===== config.mk =====
export PLATFORM = sky130hd
export DESIGN_NAME = toeq_ctrl
export DESIGN_NICKNAME = d
export VERILOG_FILES = /design/src/hw/rtl/toeq_pkg.sv /design/src/hw/rtl/toeq_ctrl.sv
export SDC_FILE = /design/constraint.sdc
export NUM_CORES = 1
export LEC_CHECK = 0
export ABC_CLOCK_PERIOD_IN_PS = 1750
export BUFFER_PORTS_ARGS = -buffer_cell sky130_fd_sc_hd__buf_2
export CAP_MARGIN = 20
export CORE_AREA = 2 2 39 41
export DETAILED_ROUTE_END_ITERATION = 10
export DIE_AREA = 0 0 41 43
export SLEW_MARGIN = 25
export SYNTH_ARGS = -nofsm -noshare
export SYNTH_HDL_FRONTEND = slang
export SYNTH_SLANG_ARGS = --single-unit

===== constraint.sdc =====
create_clock -name clock -period 1.75 [get_ports clock]
set_input_delay 0.2625 -clock clock [delete_from_list [all_inputs] [get_ports clock]]
set_output_delay 0.2625 -clock clock [all_outputs]
set_load 0.1 [all_outputs]

===== src/hw/rtl/toeq_pkg.sv =====
`timescale 1ns / 1ps
// ----------------------------------------------------------------------------
// toeq_pkg: shared definitions for the time-ordered event queue
// Sizes, operation and status codes, and the controller command word.
// ----------------------------------------------------------------------------
package toeq_pkg;

   localparam int QUEUE_DEPTH = 64;
   localparam int TIME_BITS   = 32;
   localparam int TAG_BITS    = 16;

   // count runs from zero up to the depth itself
   localparam int CNT_BITS = $clog2(QUEUE_DEPTH + 1);

   // stream word widths, rounded up to whole bytes
   localparam int REQ_DATA_BITS = ((TIME_BITS + TAG_BITS + 7) / 8) * 8;
   localparam int RSP_DATA_BITS = ((2 * TIME_BITS + TAG_BITS + 7) / 8) * 8;

   typedef enum logic [1:0] {
      FN_SCHED_ABS   = 2'd0,
      FN_SCHED_DELAY = 2'd1,
      FN_POP         = 2'd2,
      FN_POP_DUE     = 2'd3
   } func_type;

   typedef enum logic [1:0] {
      ST_OK    = 2'd0,
      ST_EMPTY = 2'd1,
      ST_FULL  = 2'd2,
      ST_LATE  = 2'd3
   } status_type;

   typedef struct packed {
      logic capture;   // latch the incoming word and form its event time
      logic execute;   // run the queue operation and load the result
   } cmd_type;

endpackage


===== src/hw/rtl/toeq_ctrl.sv =====
`timescale 1ns / 1ps
// ----------------------------------------------------------------------------
// toeq_ctrl: sequencing for the event queue
// Two-state machine: take a word, then execute it once the result slot frees.
// ----------------------------------------------------------------------------
module toeq_ctrl (
   input  logic              clock,
   input  logic              reset,
   input  logic              req_tvalid,
   output logic              req_tready,
   output logic              rsp_tvalid,
   input  logic              rsp_tready,
   output toeq_pkg::cmd_type cmd
);
   import toeq_pkg::*;

   typedef enum logic [1:0] {
      S_IDLE = 2'b01,
      S_EXEC = 2'b10
   } state_type;

   state_type state_ff, state_in;
   logic      rsp_valid_ff, rsp_valid_in;
   logic      slot_free;

   assign req_tready = (state_ff == S_IDLE);
   assign rsp_tvalid = rsp_valid_ff;
   assign slot_free  = !rsp_valid_ff || rsp_tready;

   always_comb begin
      state_in    = state_ff;
      cmd.capture = 1'b0;
      cmd.execute = 1'b0;
      case (state_ff)
         S_IDLE: begin
            if (req_tvalid) begin
               cmd.capture = 1'b1;
               state_in    = S_EXEC;
            end
         end
         S_EXEC: begin
            // hold until the previous result has gone
            if (slot_free) begin
               cmd.execute = 1'b1;
               state_in    = S_IDLE;
            end
         end
         default: state_in = S_IDLE;
      endcase
   end

   always_comb begin
      rsp_valid_in = rsp_valid_ff;
      if (cmd.execute) begin
         rsp_valid_in = 1'b1;
      end else if (rsp_tready) begin
         rsp_valid_in = 1'b0;
      end
   end

   always_ff @(posedge clock) begin
      if (reset) begin
         state_ff     <= S_IDLE;
         rsp_valid_ff <= 1'b0;
      end else begin
         state_ff     <= state_in;
         rsp_valid_ff <= rsp_valid_in;
      end
   end

`ifndef SYNTH
   a_accept_to_exec: assert property (@(posedge clock) disable iff (reset)
      req_tvalid && req_tready |=> state_ff == S_EXEC)
      else $error("accepted word did not move to execute");

   a_exec_slot_free: assert property (@(posedge clock) disable iff (reset)
      cmd.execute |-> (!rsp_tvalid || rsp_tready))
      else $error("execute would overwrite a pending result");

   a_exec_gives_rsp: assert property (@(posedge clock) disable iff (reset)
      cmd.execute |=> rsp_tvalid)
      else $error("execute did not present a result");

   a_no_capture_in_exec: assert property (@(posedge clock) disable iff (reset)
      state_ff == S_EXEC |-> !cmd.capture)
      else $error("capture while a word is in flight");
`endif

endmodule


* Yosys cells after proc, flatten, opt, wreduce, memory -nomap -nowiden
Index checks and enable logic that the tools add are counted.
Operators by class: eq/ne operators 4, multiplexer cells 9, reductions and logical operators 4
Operators by type and width (number):
- $mux 1 | 6
- $mux 2 | 2
- $ne 2x2->1 const B | 2
- $pmux 2 s2 | 1
- $eq 2x1->1 const B | 1
- $eq 2x2->1 const B | 1
- $reduce_and 2->1 | 1
- $reduce_bool 2->1 | 1
- $logic_not 1->1 | 1
- $logic_or 1x1->1 | 1
Word-level totals: register bits 3, input bits 4, logic and storage cells 19

* Logic depth before layout (Yosys ltp)
Gate-level depths: netlist of the first run.
depth in word-level cells 5, depth in mapped cells 3, gate-level depth less buffers 2

* Least setup slack after synthesis of the first run
OpenSTA, ideal clock, no wires.
path type reg2out, from reg state_ff[0], to out req_tready, arrival 1.679 ns, data required time 1.487 ns, path slack -0.191 ns, stages on the path, launching flop included 2, cells stage by stage dfxtp_1 nor2b_1
On the way: word-level cells in the longest chain between the ends 1
RTL lines:
- from (decl) | RTL line toeq_ctrl.sv:22 | state_type state_ff, state_in;
- from (signal assigned) | RTL line toeq_ctrl.sv:66 | state_ff <= state_in;
- $eq 2x1->1 | RTL line toeq_ctrl.sv:26 | assign req_tready = (state_ff == S_IDLE);
- to (decl) | RTL line toeq_ctrl.sv:10 | output logic req_tready,
Every way passes these cells.

==> results of run 1 <==
worst max-delay path by stage:
stage | startpoint | end | slack, ns | cells after the start
2_1_floorplan | rsp_tvalid$_SDFFE_PP0P_ | cmd[0] | 0.03 | 3
3_3_place_gp | rsp_tready | cmd[0] | 0.50 | 4
3_5_place_dp | state_ff[1]$_SDFFE_PP0P_ | cmd[1] | 0.49 | 2
4_1_cts | state_ff[1]$_SDFFE_PP0P_ | cmd[1] | 0.23 | 2
5_1_grt | state_ff[0]$_SDFFE_PP1P_ | cmd[0] | 0.17 | 3
6_report | state_ff[1]$_SDFFE_PP0P_ | cmd[1] | 0.25 | 2
sequential cells by signal, indices dropped and copies added, names as in the netlist:
| name | cells |
|---|---|
| rsp_tvalid | 1 |
| state_ff | 2 |
metrics by stage:
| step | area, um^2 | hold WS (ns) | instances | worst slack [ns] | power [mW] |
|---|---|---|---|---|---|
| floorplan | 139 | 0.332 | 13 | 0.0328 | 0.124 |
| global placement | 186 | 0.452 | 35 | 0.499 | 0.133 |
| detailed placement | 186 | 0.447 | 35 | 0.487 | 0.133 |
| CTS | 213 | 0.198 | 39 | 0.234 | 0.261 |
| global route | 213 | 0.205 | 39 | 0.167 | 0.268 |
| finish | 213 | 0.206 | 39 | 0.246 | 0.252 |
cell usage after synthesis:
master    instances  area, um^2
dfxtp_1           3        60.1
nand2b_1          2        12.5
nor2b_1           2        12.5
a21oi_1           1        5.00
and3b_1           1        8.76
and4bb_1          1        12.5
buf_4             1        7.51
o21ba_1           1        10.0
o21bai_1          1        7.51
cell type report:
type | count | area [um^2] | area share
timing repair buffer | 7 | 35.0 | 0.165
clock buffer | 4 | 26.3 | 0.124
tap | 16 | 20.0 | 0.0941
sequential | 3 | 60.1 | 0.282
multi-input combinational | 9 | 71.3 | 0.335
critical path, cell delays in order, from the launching register on:
cell	delay [ns]
dfxtp_1	0.33
and3b_1	0.25
buf_2	0.43
logic make-up after synthesis:
logic type | after synthesis | share of synthesized area
simple gates | 6 | 0.339
flops | 3 | 0.440
compound gates | 3 | 0.165
buf+inv | 1 | 0.0551
where the power goes:
part	switching [mW]	internal (mW)	total, mW
Sequential	0.00283	0.0722	0.0750
Clock	0.0349	0.0854	0.120
Combinational	0.0443	0.0122	0.0566
Total	0.0821	0.170	0.252
metal layers:
metal	GRT usage	up-vias	wire (um)
met5	0	-	0
met4	0.100	0	16
met3	0.0471	2	50
met2	0.0563	9	105
met1	0.0128	50	90
li1	-	65	-
==> flow_summary_export.csv, run 1 <==
group,metric,value,unit
route,vias_per_cell,3.23,
global_route,overflow,0,
floorplanning,dieArea,1760,um^2
synth,syn_nets,17,
layout,n_antenna_cell,0,
clock_network,cts-buffers-inserted,3,
clock_network,cts_htree_levels,1,
sta,worst_slew_pin_slew,0.483,ns
clock_network,cts_hold_buf,0,
route,wl,263,um
clock_network,cts_setup_buffers,0,
placement,port_buffers,7,
route,drtIter0Drc,1,
synth,netlist_instances,13,
floorplanning,die_x,41,um
global_route,antenna_found_initial,0,
critical_path,start_kind,"flip-flop",
sta,rsz0062_at_grt,"false",
layout,final_common_cell,"buf_2",
clock_network,clk_pin_slew,0.04,ns
route,vias,126,
layout,fin_nets,28,
clock_network,cts_buffer_depth,2,
run_status,outcome,"completed",
critical_path,r2r-start,"state_ff[1]$_SDFFE_PP0P_",
min_path,min_to,"rsp_tvalid$_SDFFE_PP0P_",
layout,layout_common_cells,"buf_2, clkbuf_4, dfxtp_1, nand2b_1",
global_route,grt_pass1_vias,123,
route,ant_nets,0,
critical_path,reg2reg_slack,0.88,ns
clock_network,clock-root-buffer,"clkbuf_4",
critical_path,worstRegToRegCells,2,
synth,yosysUniqueCellTypes,9,
sta,hold_viol,0,
clock_network,worstSkewPairLatency,0.23,ns
sta,fin_crit,1.50,ns
clock_network,cts_tree,"done",
sta,slew_viol_final,0,
synth,synth.avg_cell_area,10.5,um^2
layout,syn2layout_area_growth,56.0,%
clock_network,cts_num_sinks,3,
layout,num-fill-cells,158,
run,cap_violations,0,
placement,gp_congestion,0.449,
sta,finClkSkew,0.000227,ns
min_path,hp-start,"reset",
global_route,grt_max_degree,5,
floorplanning,start_util,0.0986,
critical_path,setup.worst_path.end_class,"output port",
pwr,power.density,1180,nW/um^2
sta,finalSetupViolCount,0,
floorplanning,io_pins,8,
critical_path,critPathKind,"reg -> out",
global_route,track_usage,0.0461,
route,first_pass_iters,2,
route,drc_errors,0,
synth,yosysWarnings,0,
layout,final_layout_size_suffix_gt1_frac,0.478,
layout,fin_util,0.154,
pwr,leakage,0.107,nW
sta,clock.fmax,665,MHz
synth,ys_ff_latch,3,
min_path,min_path_cells,2,
sta,timing.final.crit_share,0.859,
synth,netlist_area,136,um^2
critical_path,cp_data_arrival_time,1.24,ns
synth,seq_area_frac_synth,0.440,
floorplanning,fp.coreArea,1380,um^2
critical_path,timing.critical_path.required,1.49,ns
floorplanning,rows,14,
floorplanning,chipHeight,43,um
global_route,grt_pass1_wl,386,um
clock_network,cts_resized,0,
sta,setup_tns,0,ns
min_path,hold_class,"in -> reg",
sta,slew_headroom,0.680,
critical_path,cp_max_fo,4,
pwr,ir_drop,0.122,mV
route,wire_per_inst,6.74,um
critical_path,worstReg2RegEnd,"state_ff[1]$_SDFFE_PP0P_",
Note: power is estimated with default switching activity, not from simulation.
==> inputs of run 2 (changes only) <==
ABC_AREA = 1   (was not set)
==> flow_summary_export.csv, run 2 <==
group,metric,value,unit
synth,syn_nets,23,
layout,fin_nets,34,
clock_network,cts-buffers-inserted,3,
critical_path,timing.critical_path.required,1.49,ns
clock_network,clk_pin_slew,0.04,ns
sta,setup_tns,0,ns
route,ant_nets,0,
synth,synthArstFlopShare,0,
floorplanning,die_x,41,um
sta,rsz0062_at_grt,"false",
route,vias_per_cell,3.27,
synth,synth_area_leaders,"dfxtp_1, inv_1, nand2_1",
synth,yosysMostFrequentCell,"inv_1",
placement,gp_congestion,0.542,
pwr,power.density,1130,nW/um^2
sta,timing.final.crit_share,0.858,
layout,max_flop_register,"state_ff",
synth,yosys.area.top_type_share,0.393,
route,vias,147,
synth,netlist_area,153,um^2
route,drtIter0Drc,1,
critical_path,r2r-start,"state_ff[1]$_SDFFE_PP0P_",
layout,final_layout_size_suffix_gt1_frac,0.552,
synth,synth.avg_cell_area,8.03,um^2
sta,finalSetupViolCount,0,
floorplanning,dieArea,1760,um^2
floorplanning,chipHeight,43,um
clock_network,cts_resized,0,
clock_network,worstSkewPairLatency,0.23,ns
sta,worst_slew_pin_slew,0.483,ns
layout,layout_common_cells,"buf_2, inv_1, nand2_1, clkbuf_4, dfxtp_1",
pwr,leakage,0.115,nW
clock_network,cts_tree,"done",
route,first_pass_iters,2,
critical_path,cp_data_arrival_time,1.24,ns
sta,clock.fmax,666,MHz
critical_path,reg2reg_slack,0.97,ns
min_path,min_path_cells,2,
clock_network,cts_hold_buf,0,
synth,seq_area_frac_synth,0.393,
synth,synth_top_area_cell,"dfxtp_1",
min_path,hold_class,"in -> reg",
clock_network,cts_num_sinks,3,
sta,whs,0.205,ns
route,wl,313,um
synth,ys_ff_latch,3,
floorplanning,rows,14,
critical_path,setup.worst_path.end_class,"output port",
clock_network,cts_setup_buffers,0,
sta,hold_viol,0,
floorplanning,start_util,0.110,
synth,netlist_instances,19,
placement,port_buffers,7,
clock_network,cts_htree_levels,1,
sta,slew_headroom,0.680,
synth,yosysUniqueCellTypes,11,
global_route,antenna_found_initial,0,
route,wire_per_inst,6.96,um
clock_network,cts_buffer_depth,2,
synth,synthFlopType,"dfxtp_1",
layout,syn2layout_area_growth,49.2,%
critical_path,critPathKind,"reg -> out",
critical_path,worstRegToRegCells,5,
sta,fin_crit,1.50,ns
synth,yosysWarnings,0,
critical_path,worstReg2RegEnd,"state_ff[0]$_SDFFE_PP1P_",
min_path,hp-start,"reset",
run,cap_violations,0,
global_route,grt_pass1_vias,147,
global_route,grt_pass1_wl,441,um
synth,yosys-top-cells-count,"inv_1, dfxtp_1, nand2_1",
critical_path,start_kind,"flip-flop",
global_route,grt_max_degree,5,
route,drc_errors,0,
floorplanning,fp.coreArea,1380,um^2
sta,finClkSkew,0.00277,ns
placement,dpl.hpwl,238,um
synth,synth-edff-count,0,
layout,n_antenna_cell,0,
layout,final_common_cell,"buf_2",
pwr,ir_drop,0.164,mV
min_path,min_to,"state_ff[1]$_SDFFE_PP0P_",
layout,largest_reg_flops,2,
global_route,overflow,0,
critical_path,cp_max_fo,4,
global_route,track_usage,0.0491,
clock_network,clock-root-buffer,"clkbuf_4",
floorplanning,io_pins,8,
layout,num-fill-cells,171,
sta,slew_viol_final,0,
run_status,outcome,"completed",
## run 2: cell count changes after synthesis, sizes merged, moves of 2 or more
cell,change
inv,+5
nand2,+4
nand2b,-2
nor2,+2
nor2b,-2
## run 2: cell type report
cell class / count / area, um^2 / area share
inverters: 5 / 18.8 / 0.0824
flip-flops and latches: 3 / 61.3 / 0.269
multi-input cells: 10 / 66.3 / 0.291
clock buffers: 4 / 26.3 / 0.115
repair buffers: 7 / 35.0 / 0.154
well taps: 16 / 20.0 / 0.0879
## run 2: cell families after synthesis
family / Yosys count / synth area share
flops: 3 / 0.393
compound gates: 2 / 0.107
simple gates: 8 / 0.328
buf+inv: 6 / 0.172
## run 2: critical path: stages (launching register included)
cell     delay (ns)
dfxtp_1        0.39
nand3_2        0.14
inv_1          0.07
buf_2          0.41
## run 2: worst max path at each step
stage / start / to / slack [ns]
after global routing: state_ff[1]$_SDFFE_PP0P_ / cmd[1] / 0.16
final: state_ff[0]$_SDFFE_PP1P_ / cmd[1] / 0.25
after floorplan: rsp_tvalid$_SDFFE_PP0P_ / cmd[0] / 0.31
after global placement: rsp_tvalid$_SDFFE_PP0P_ / cmd[0] / 0.50
after detailed placement: state_ff[0]$_SDFFE_PP1P_ / cmd[1] / 0.49
after CTS: state_ff[0]$_SDFFE_PP1P_ / cmd[1] / 0.23
## run 2: metal layers
metal | global-route usage | share of wire | vias up
li1 | - | - | 74
met1 | 0.0128 | 0.33 | 68
met2 | 0.0750 | 0.60 | 5
met3 | 0.0157 | 0.064 | 0
met4 | 0.120 | 0 | 0
met5 | 0 | 0 | -
## run 2: power by group
group | switching [mW] | internal, mW | total [mW]
Sequential | 0.00232 | 0.0721 | 0.0745
Clock | 0.0370 | 0.0855 | 0.123
Combinational | 0.0503 | 0.0107 | 0.0610
## run 2: stage by stage
stage | setup slack, ns | total power, mW | utilization | cell area [um^2] | cells
final | 0.248 | 0.258 | 0.165 | 228 | 45
after global routing | 0.157 | 0.271 | 0.165 | 228 | 45
after CTS | 0.234 | 0.265 | 0.165 | 228 | 45
after detailed placement | 0.487 | 0.137 | 0.146 | 201 | 41
after global placement | 0.503 | 0.136 | 0.146 | 201 | 41
after floorplan | 0.306 | 0.126 | - | 154 | 19
